===== src/hw/rtl/opr_pkg.sv =====
`timescale 1ns / 1ps

package opr_pkg;

  localparam int NODES      = 64;
  localparam int MAX_DEGREE = 8;
  localparam int PLAYERS    = 8;

  // Fixed field widths of the stream words.
  localparam int OPC_W = 2;
  localparam int FNODE_W = 6;
  localparam int SLOT_W = 3;
  localparam int NBR_W = 6;
  localparam int FDEG_W = 4;
  localparam int OWN_W = 3;
  localparam int PLY_W = 3;

  // Derived storage widths.
  localparam int NODE_W  = (NODES > 1) ? $clog2(NODES) : 1;
  localparam int DEG_W   = $clog2(MAX_DEGREE + 1);
  localparam int DEPTH_W = $clog2(NODES + 1);
  localparam int ADJ_N   = NODES * MAX_DEGREE;
  localparam int ADJ_AW  = $clog2(ADJ_N);
  localparam int STK_W   = NODE_W + DEG_W;

  // Player ids are compared as given; this width must cover every player.
  localparam int PLY_NEED_W = $clog2(PLAYERS);

  typedef enum logic [OPC_W-1:0] {
    OP_WR_SLOT = 2'd0,
    OP_SET_DEG = 2'd1,
    OP_SET_OWN = 2'd2,
    OP_QUERY   = 2'd3
  } opcode_t;

  typedef struct packed {
    logic wr_adj;
    logic wr_deg;
    logic wr_own;
    logic q_init;
    logic rd_adj;
    logic chk_adj;
    logic push;
    logic mark;
    logic pop;
    logic restore;
    logic set_res;
    logic res_val;
    logic load_out;
  } cmd_t;

  typedef struct packed {
    logic in_bad;
    logic cur_done;
    logic last_frame;
    logic skip_next;
    logic own_match;
    logic goal_hit;
    logic stack_full;
  } sts_t;

endpackage


===== src/hw/rtl/owned_path_reachability_unit.sv =====
`timescale 1ns / 1ps
// Table writes (slot, degree, owner) produce no output word.
// A query runs a depth-first walk with one adjacency RAM read per slot: each slot
// is read, a neighbor that passes the range and visited checks also gets an owner
// check, a backtrack pops and restores a stack frame, and a last step posts the answer.
// Reset (rst_n low, synchronous) empties the degree and owner tables and the output.

module owned_path_reachability_unit (
  input  logic        clk,
  input  logic        rst_n,
  input  logic        in_tvalid,
  output logic        in_tready,
  // node[5:0], slot[8:6], neighbor[14:9], degree[18:15], owner[21:19],
  // target[27:22], player[30:28], zero[31]
  input  logic [31:0] in_tdata,
  // opcode[1:0]
  input  logic [1:0]  in_tuser,
  output logic        out_tvalid,
  input  logic        out_tready,
  // reachable[0], zero[7:1]
  output logic [7:0]  out_tdata
);

  opr_pkg::cmd_t cmd;
  opr_pkg::sts_t sts;
  logic          reachable;

  opr_ctrl u_ctrl (
    .clk        (clk),
    .rst_n      (rst_n),
    .in_tvalid  (in_tvalid),
    .in_tready  (in_tready),
    .in_opcode  (in_tuser),
    .out_tvalid (out_tvalid),
    .out_tready (out_tready),
    .sts        (sts),
    .cmd        (cmd)
  );

  opr_dp u_dp (
    .clk           (clk),
    .rst_n         (rst_n),
    .in_node       (in_tdata[5:0]),
    .in_slot       (in_tdata[8:6]),
    .in_neighbor   (in_tdata[14:9]),
    .in_degree     (in_tdata[18:15]),
    .in_owner      (in_tdata[21:19]),
    .in_target     (in_tdata[27:22]),
    .in_player     (in_tdata[30:28]),
    .cmd           (cmd),
    .sts           (sts),
    .out_reachable (reachable)
  );

  assign out_tdata = {7'b0, reachable};

endmodule


===== src/hw/rtl/opr_ram.sv =====
`timescale 1ns / 1ps

module opr_ram #(
  parameter int WIDTH = 8,
  parameter int DEPTH = 64,
  localparam int AW = (DEPTH > 1) ? $clog2(DEPTH) : 1
) (
  input  logic             clk,
  input  logic             we,
  input  logic [AW-1:0]    waddr,
  input  logic [WIDTH-1:0] wdata,
  input  logic [AW-1:0]    raddr,
  output logic [WIDTH-1:0] rdata
);

  logic [WIDTH-1:0] mem [DEPTH];
  logic [WIDTH-1:0] rdata_r;

  always_ff @(posedge clk) begin
    if (we) begin
      mem[waddr] <= wdata;
    end
    rdata_r <= mem[raddr];
  end

  assign rdata = rdata_r;

endmodule


===== src/hw/rtl/opr_ctrl.sv =====
`timescale 1ns / 1ps

module opr_ctrl (
  input  logic                          clk,
  input  logic                          rst_n,
  input  logic                          in_tvalid,
  output logic                          in_tready,
  input  logic [opr_pkg::OPC_W-1:0]     in_opcode,
  output logic                          out_tvalid,
  input  logic                          out_tready,
  input  opr_pkg::sts_t                 sts,
  output opr_pkg::cmd_t                 cmd
);

  typedef enum logic [5:0] {
    S_IDLE = 6'b000001,
    S_SLOT = 6'b000010,
    S_ADJ  = 6'b000100,
    S_OWN  = 6'b001000,
    S_POP  = 6'b010000,
    S_DONE = 6'b100000
  } state_t;

  state_t state_r, state_nxt;
  logic   out_valid_r, out_valid_nxt;
  logic   accept;

  assign in_tready  = (state_r == S_IDLE);
  assign accept     = in_tvalid && in_tready;
  assign out_tvalid = out_valid_r;

  always_comb begin
    cmd = '0;
    state_nxt = state_r;
    out_valid_nxt = out_valid_r && !out_tready;
    unique case (state_r)
      S_IDLE: begin
        if (accept) begin
          unique case (opr_pkg::opcode_t'(in_opcode))
            opr_pkg::OP_WR_SLOT: cmd.wr_adj = 1'b1;
            opr_pkg::OP_SET_DEG: cmd.wr_deg = 1'b1;
            opr_pkg::OP_SET_OWN: cmd.wr_own = 1'b1;
            opr_pkg::OP_QUERY: begin
              if (sts.in_bad) begin
                cmd.set_res = 1'b1;
                state_nxt = S_DONE;
              end else begin
                cmd.q_init = 1'b1;
                state_nxt = S_SLOT;
              end
            end
            default: ;
          endcase
        end
      end
      S_SLOT: begin
        if (sts.cur_done) begin
          if (sts.last_frame) begin
            cmd.set_res = 1'b1;
            state_nxt = S_DONE;
          end else begin
            cmd.pop = 1'b1;
            state_nxt = S_POP;
          end
        end else begin
          cmd.rd_adj = 1'b1;
          state_nxt = S_ADJ;
        end
      end
      S_ADJ: begin
        cmd.chk_adj = 1'b1;
        state_nxt = sts.skip_next ? S_SLOT : S_OWN;
      end
      S_OWN: begin
        state_nxt = S_SLOT;
        if (sts.own_match) begin
          if (sts.goal_hit) begin
            cmd.set_res = 1'b1;
            cmd.res_val = 1'b1;
            state_nxt = S_DONE;
          end else if (!sts.stack_full) begin
            cmd.push = 1'b1;
          end else begin
            cmd.mark = 1'b1;
          end
        end
      end
      S_POP: begin
        cmd.restore = 1'b1;
        state_nxt = S_SLOT;
      end
      S_DONE: begin
        // Hold the answer until the output register is free.
        if (!out_valid_r || out_tready) begin
          cmd.load_out = 1'b1;
          out_valid_nxt = 1'b1;
          state_nxt = S_IDLE;
        end
      end
      default: state_nxt = S_IDLE;
    endcase
  end

  always_ff @(posedge clk) begin
    if (!rst_n) begin
      state_r <= S_IDLE;
      out_valid_r <= 1'b0;
    end else begin
      state_r <= state_nxt;
      out_valid_r <= out_valid_nxt;
    end
  end

endmodule


===== src/hw/rtl/opr_dp.sv =====
`timescale 1ns / 1ps

module opr_dp (
  input  logic                          clk,
  input  logic                          rst_n,
  input  logic [opr_pkg::FNODE_W-1:0]   in_node,
  input  logic [opr_pkg::SLOT_W-1:0]    in_slot,
  input  logic [opr_pkg::NBR_W-1:0]     in_neighbor,
  input  logic [opr_pkg::FDEG_W-1:0]    in_degree,
  input  logic [opr_pkg::OWN_W-1:0]     in_owner,
  input  logic [opr_pkg::FNODE_W-1:0]   in_target,
  input  logic [opr_pkg::PLY_W-1:0]     in_player,
  input  opr_pkg::cmd_t                 cmd,
  output opr_pkg::sts_t                 sts,
  output logic                          out_reachable
);

  localparam int NODE_W  = opr_pkg::NODE_W;
  localparam int DEG_W   = opr_pkg::DEG_W;
  localparam int DEPTH_W = opr_pkg::DEPTH_W;
  localparam int ADJ_AW  = opr_pkg::ADJ_AW;
  localparam int STK_W   = opr_pkg::STK_W;

  // Walk registers: the top stack frame lives here, lower frames in the stack RAM.
  logic [NODE_W-1:0]              top_r, top_nxt;
  logic [DEG_W-1:0]               cur_r, cur_nxt;
  logic [DEPTH_W-1:0]             depth_r, depth_nxt;
  logic [opr_pkg::NBR_W-1:0]      next_r, next_nxt;
  logic [opr_pkg::FNODE_W-1:0]    goal_r, goal_nxt;
  logic [opr_pkg::PLY_W-1:0]      player_r, player_nxt;
  logic [opr_pkg::NODES-1:0]      visited_r, visited_nxt;
  logic [opr_pkg::NODES-1:0]      deg_vld_r, deg_vld_nxt;
  logic [opr_pkg::NODES-1:0]      own_vld_r, own_vld_nxt;
  logic                           res_r, res_nxt;
  logic                           out_reach_r, out_reach_nxt;

  logic [ADJ_AW-1:0]              adj_waddr, adj_raddr;
  logic [opr_pkg::NBR_W-1:0]      adj_rdata;
  logic [DEG_W-1:0]               deg_wdata, deg_rdata, deg_eff;
  logic [opr_pkg::OWN_W-1:0]      own_rdata, own_eff;
  logic [STK_W-1:0]               stk_wdata, stk_rdata;
  logic [NODE_W-1:0]              stk_waddr, stk_raddr;
  logic [NODE_W-1:0]              in_node_idx, next_idx, adj_idx;
  logic                           node_ok, slot_ok;

  assign in_node_idx = NODE_W'(in_node);
  assign next_idx    = NODE_W'(next_r);
  assign adj_idx     = NODE_W'(adj_rdata);
  assign node_ok     = 32'(in_node) < opr_pkg::NODES;
  assign slot_ok     = 32'(in_slot) < opr_pkg::MAX_DEGREE;

  assign deg_wdata = (32'(in_degree) > opr_pkg::MAX_DEGREE) ?
                     DEG_W'(opr_pkg::MAX_DEGREE) : DEG_W'(in_degree);

  assign adj_waddr = ADJ_AW'(in_node) * ADJ_AW'(opr_pkg::MAX_DEGREE) + ADJ_AW'(in_slot);
  assign adj_raddr = ADJ_AW'(top_r) * ADJ_AW'(opr_pkg::MAX_DEGREE) + ADJ_AW'(cur_r);

  assign stk_waddr = NODE_W'(depth_r - DEPTH_W'(1));
  assign stk_raddr = NODE_W'(depth_r - DEPTH_W'(2));
  assign stk_wdata = {top_r, cur_r};

  // Entries that were never written read as zero.
  assign deg_eff = deg_vld_r[top_r] ? deg_rdata : '0;
  assign own_eff = own_vld_r[next_idx] ? own_rdata : '0;

  // The degree RAM follows the next top node, so its data matches top_r.
  opr_ram #(.WIDTH(DEG_W), .DEPTH(opr_pkg::NODES)) u_deg_ram (
    .clk   (clk),
    .we    (cmd.wr_deg && node_ok),
    .waddr (in_node_idx),
    .wdata (deg_wdata),
    .raddr (top_nxt),
    .rdata (deg_rdata)
  );

  // The owner RAM is addressed by the neighbor just read; its data is ready in the next cycle.
  opr_ram #(.WIDTH(opr_pkg::OWN_W), .DEPTH(opr_pkg::NODES)) u_own_ram (
    .clk   (clk),
    .we    (cmd.wr_own && node_ok),
    .waddr (in_node_idx),
    .wdata (in_owner),
    .raddr (adj_idx),
    .rdata (own_rdata)
  );

  opr_ram #(.WIDTH(opr_pkg::NBR_W), .DEPTH(opr_pkg::ADJ_N)) u_adj_ram (
    .clk   (clk),
    .we    (cmd.wr_adj && node_ok && slot_ok),
    .waddr (adj_waddr),
    .wdata (in_neighbor),
    .raddr (adj_raddr),
    .rdata (adj_rdata)
  );

  opr_ram #(.WIDTH(STK_W), .DEPTH(opr_pkg::NODES)) u_stk_ram (
    .clk   (clk),
    .we    (cmd.push),
    .waddr (stk_waddr),
    .wdata (stk_wdata),
    .raddr (stk_raddr),
    .rdata (stk_rdata)
  );

  always_comb begin
    top_nxt = top_r;
    cur_nxt = cur_r;
    depth_nxt = depth_r;
    next_nxt = next_r;
    goal_nxt = goal_r;
    player_nxt = player_r;
    visited_nxt = visited_r;
    deg_vld_nxt = deg_vld_r;
    own_vld_nxt = own_vld_r;
    res_nxt = res_r;
    out_reach_nxt = out_reach_r;

    if (cmd.wr_deg && node_ok) begin
      deg_vld_nxt[in_node_idx] = 1'b1;
    end
    if (cmd.wr_own && node_ok) begin
      own_vld_nxt[in_node_idx] = 1'b1;
    end
    if (cmd.q_init) begin
      top_nxt = in_node_idx;
      cur_nxt = '0;
      depth_nxt = DEPTH_W'(1);
      goal_nxt = in_target;
      player_nxt = in_player;
      visited_nxt = '0;
      visited_nxt[in_node_idx] = 1'b1;
    end
    if (cmd.rd_adj) begin
      cur_nxt = cur_r + DEG_W'(1);
    end
    if (cmd.chk_adj) begin
      next_nxt = adj_rdata;
    end
    if (cmd.push || cmd.mark) begin
      visited_nxt[next_idx] = 1'b1;
    end
    if (cmd.push) begin
      top_nxt = next_idx;
      cur_nxt = '0;
      depth_nxt = depth_r + DEPTH_W'(1);
    end
    if (cmd.pop) begin
      depth_nxt = depth_r - DEPTH_W'(1);
    end
    if (cmd.restore) begin
      top_nxt = stk_rdata[STK_W-1:DEG_W];
      cur_nxt = stk_rdata[DEG_W-1:0];
    end
    if (cmd.set_res) begin
      res_nxt = cmd.res_val;
    end
    if (cmd.load_out) begin
      out_reach_nxt = res_r;
    end
  end

  assign sts.in_bad     = (32'(in_node) >= opr_pkg::NODES) ||
                          (32'(in_target) >= opr_pkg::NODES);
  assign sts.cur_done   = cur_r >= deg_eff;
  assign sts.last_frame = depth_r == DEPTH_W'(1);
  assign sts.skip_next  = (32'(adj_rdata) >= opr_pkg::NODES) || visited_r[adj_idx];
  assign sts.own_match  = own_eff == player_r;
  assign sts.goal_hit   = 32'(next_r) == 32'(goal_r);
  assign sts.stack_full = depth_r >= DEPTH_W'(opr_pkg::NODES);

  assign out_reachable = out_reach_r;

  always_ff @(posedge clk) begin
    if (!rst_n) begin
      deg_vld_r <= '0;
      own_vld_r <= '0;
      visited_r <= '0;
      depth_r <= '0;
    end else begin
      deg_vld_r <= deg_vld_nxt;
      own_vld_r <= own_vld_nxt;
      visited_r <= visited_nxt;
      depth_r <= depth_nxt;
    end
  end

  always_ff @(posedge clk) begin
    top_r <= top_nxt;
    cur_r <= cur_nxt;
    next_r <= next_nxt;
    goal_r <= goal_nxt;
    player_r <= player_nxt;
    res_r <= res_nxt;
    out_reach_r <= out_reach_nxt;
  end

endmodule


===== config.mk =====
export PLATFORM = sky130hd
export DESIGN_NAME = owned_path_reachability_unit
export DESIGN_NICKNAME = d
export VERILOG_FILES = /design/src/hw/rtl/opr_pkg.sv /design/src/hw/rtl/owned_path_reachability_unit.sv /design/src/hw/rtl/opr_ram.sv /design/src/hw/rtl/opr_ctrl.sv /design/src/hw/rtl/opr_dp.sv
export SDC_FILE = /design/constraint.sdc
export NUM_CORES = 2
export LEC_CHECK = 0
export CORE_UTILIZATION = 30
export DETAILED_ROUTE_END_ITERATION = 8
export DONT_BUFFER_PORTS = 1
export PLACE_DENSITY = 0.5
export SYNTH_ARGS = -nofsm -noshare
export SYNTH_HDL_FRONTEND = slang
export SYNTH_MEMORY_MAX_BITS = 65536
export SYNTH_SLANG_ARGS = --single-unit

===== constraint.sdc =====
create_clock -name clk -period 6.3 [get_ports clk]
set_input_delay 0.63 -clock clk [delete_from_list [all_inputs] [get_ports clk]]
set_output_delay 0.63 -clock clk [all_outputs]
set_load 0.02 [all_outputs]

==> impl_metrics.json <==
{
  "numCtsBuffers": 445,
  "critical_path.endpoint": "u_dp.u_deg_ram.rdata[0]",
  "area_growth_pct": 14.62,
  "clk_latency_ns": 1.05,
  "clock.fmax_ghz": 0.1706,
  "rsz0062_at_grt": "false",
  "min_period_over_period_pct": 93.02,
  "antenna_found_initial": 25,
  "postSynthAreaPerCell_um2": 18.94,
  "drt_pass1_iterations": 6,
  "antenna_left": 0,
  "violations": "max-capacitance violations, max-slew violations",
  "overflow": 0,
  "yosysSeqAreaShare_pct": 75.28,
  "synth_edf_count": 4181,
  "worstSetupStartpointType": "flop",
  "finalWeightedCongestion": 0.8104,
  "timing.rr.start": "u_dp.next_idx[0]",
  "max_cap_violations": 1,
  "finalHoldViolations": 0,
  "start_util_pct": 30.15,
  "yosysWarnings": 0,
  "cts.path.max_buffers": 4,
  "cp_max_fo": 26,
  "reg2reg_setup_slack_ns": 0.44,
  "worst_r2r_endpoint": "u_dp.u_deg_ram.rdata[0]",
  "async_reset_ff_share_pct": 0,
  "grt_pass1_vias": 91339,
  "ys_ff_latch": 4416,
  "drc": 0,
  "status": "complete, but fails checks",
  "synth_cells": 9137,
  "cts_max_level": 5,
  "synth.most_common_cell": "edfxtp_1",
  "cp_slowest_cell": "a21boi_4",
  "drt-total-wl_mm": 493.5,
  "crit_chain": "nor2b_1, a22oi_1, nand3_1, and4_1, a21oi_1, o32ai_2, nand3_2, a21boi_4, inv_2, buf_4, nor2_2, a32oi_1, a31o_2, a21oi_1, and4bb_1",
  "critPathKind": "flop to flop",
  "fin_skew_ns": 0.1375,
  "clock-root-buffer": "clkbuf_16",
  "worstSetupStartpoint": "u_dp.next_idx[0]",
  "worstSetupEndpointType": "flop",
  "io_pins": 48,
  "port-buffer-count": 0,
  "viasPerCell": 5.179,
  "grt_max_degree": 277,
  "cts_sinks": 4416,
  "drt_iter0_drc": 9092,
  "tns_ns": 0,
  "total_power_w": 0.07042,
  "clkTransAtPathRegs_ns": 0.06,
  "synthesis.area_um2": 173000,
  "routed-via-count": 89344,
  "report.final.slew_viol_count": 63,
  "yosys-top-cells-count": "4,181 x edfxtp_1, 1,205 x nor2_1, 962 x mux4_2, 498 x mux2i_1, 398 x clkbuf_1",
  "die_h_um": 761.4,
  "groute.usage.overall_pct": 16.51,
  "cp_common_cell": "a21oi_1",
  "synth.distinct_cells": 69,
  "num_rows": 278,
  "arrival_ns": 6.70,
  "ys.flop_type": "edfxtp_1",
  "dieArea_um2": 579800,
  "cts_tree": "built",
  "hold_class": "input pin to flop",
  "die_w_um": 761.4,
  "r2r_cells": 15,
  "dp_hpwl_mm": 298.1,
  "maxSlewHeadroom_pct": -3.762,
  "peakVddDrop_v": 0.0002948,
  "tightestPinTransition_ns": 1.556,
  "yosysTopAreaCellShare_pct": 72.56,
  "grt_pass1_wl_mm": 697.8,
  "required_ns": 7.14,
  "yosys.area.top_type": "edfxtp_1",
  "slowest_delay_ns": 0.73,
  "fillers": 53450,
  "final_cell_area_um2": 198300,
  "wire_per_inst_um": 28.61,
  "layout-drive-gt1-share_pct": 20.75,
  "period_needed_ns": 5.860,
  "setup_viol": 0,
  "power_density_nw_per_um2": 355.1,
  "dpl_cell_area_um2": 183400,
  "fp.coreArea_um2": 573900,
  "synthTopCellsByArea": "edfxtp_1 73%, mux4_2 13%, mux2i_1 2.9%, dfxtp_1 2.7%, nor2_1 2.6%",
  "num-nets-final": 9359,
  "post_cts_resized": 0,
  "p_leak_nw": 60.83
}
[layout make-up]
class | instances | area [um^2] | share of cell area, %
well taps | 7560 | 9459 | 4.770
clock inverters | 276 | 2748 | 1.386
repair buffers | 309 | 3198 | 1.613
diodes | 5 | 12.51 | 0.006309
multi-input cells | 4118 | 40700 | 20.52
inverters | 17 | 77.57 | 0.03912
flip-flops and latches | 4416 | 130300 | 65.70
clock buffers | 549 | 11830 | 5.964
[how the worst min path moves through the flow]
stage          slack (ns)  depth (start not counted)    startpoint                          to
3_3_place_gp         0.43                          0    u_dp.res_r          u_dp.out_reachable
4_1_cts             0.009                          4   in_tdata[0]          u_dp.visited_r[27]
5_1_grt             0.007                          1  in_tdata[13]  u_dp.u_adj_ram.mem[284][4]
6_report             0.06                          1  in_tdata[13]  u_dp.u_adj_ram.mem[284][4]
3_5_place_dp         0.43                          0    u_dp.res_r          u_dp.out_reachable
2_1_floorplan        0.40                          0    u_dp.res_r          u_dp.out_reachable
[metal layers]
metal	vias to the layer above	wire length, um	track usage, %
li1	37424	-	-
met1	47936	208700	22.55
met2	3254	239300	27.48
met3	728	31940	2.705
met4	2	13590	4.277
met5	-	9	0
[where the power goes]
group          switching, W  internal (W)
clock network        0.0114        0.0151
registers          0.000524        0.0326
logic               0.00727       0.00355
[cell usage in the layout, fill, tap and decap left out, types with 138 or more instances in the layout]
cell type / instances
nor2_1: 1203
a21oi_1: 186
mux2i_1: 498
dfxtp_1: 224
buf_4: 234
mux4_2: 962
o221ai_1: 182
edfxtp_1: 4181
o21ai_0: 149
clkbuf_16: 453
o22ai_1: 138
nand2_1: 295
[registers in the layout, indices dropped and copies added (netlist names), 7 cells and up]
name,flops
u_dp.u_adj_ram.mem,3072
u_dp.u_stk_ram.mem,640
u_dp.u_deg_ram.mem,256
u_dp.u_own_ram.mem,192
u_dp.deg_vld_r,64
u_dp.own_vld_r,64
u_dp.visited_r,64
u_dp.u_stk_ram.rdata,10
u_dp.depth_r,7
[metrics by stage]
stage | std cells | utilization (%) | setup WS (ns) | hold WS (ns)
after floorplan | 9143 | - | 0.7242 | 0.4003
after global placement | 16395 | 31.95 | 0.6008 | 0.4279
after detailed placement | 16395 | 31.95 | 0.6219 | 0.4304
after CTS | 17243 | 34.54 | 0.5194 | 0.009189
after global routing | 17246 | 34.55 | 0.2449 | 0.007413
final | 17250 | 34.55 | 0.4397 | 0.05741
[logic make-up (layout without fill, tap and decap cells)]
group / after synthesis / count (layout) / synth area share, %
and+or+nand+nor: 1682 / 1682 / 3.894
xor gates and xnor gates: 25 / 25 / 0.1266
DFF: 4416 / 4416 / 75.28
adders and majority gates: 14 / 14 / 0.1012
AOI/OAI and AO/OA: 901 / 901 / 3.562
other: 1 / 12 / 0.002167
buffers and inverters: 609 / 1151 / 1.438
muxes: 1489 / 1489 / 15.59
[worst max-delay path: cells and delay by family, from the launching register on]
kind	cells	cell delay (ns)
and+or+nand+nor	6	2.27
AOI/OAI and AO/OA	7	2.13
DFF	1	0.70
buffers and inverters	2	0.51
[timing repair]
item / 4_1_cts / 5_1_grt
buffers inserted: 0 / 0
endpoints found under the setup margin: 0 / 0
hold buffers: 23 / 0
hold endpoints to repair: 438 / 0
No activity file was read; power rests on OpenSTA's default activity.
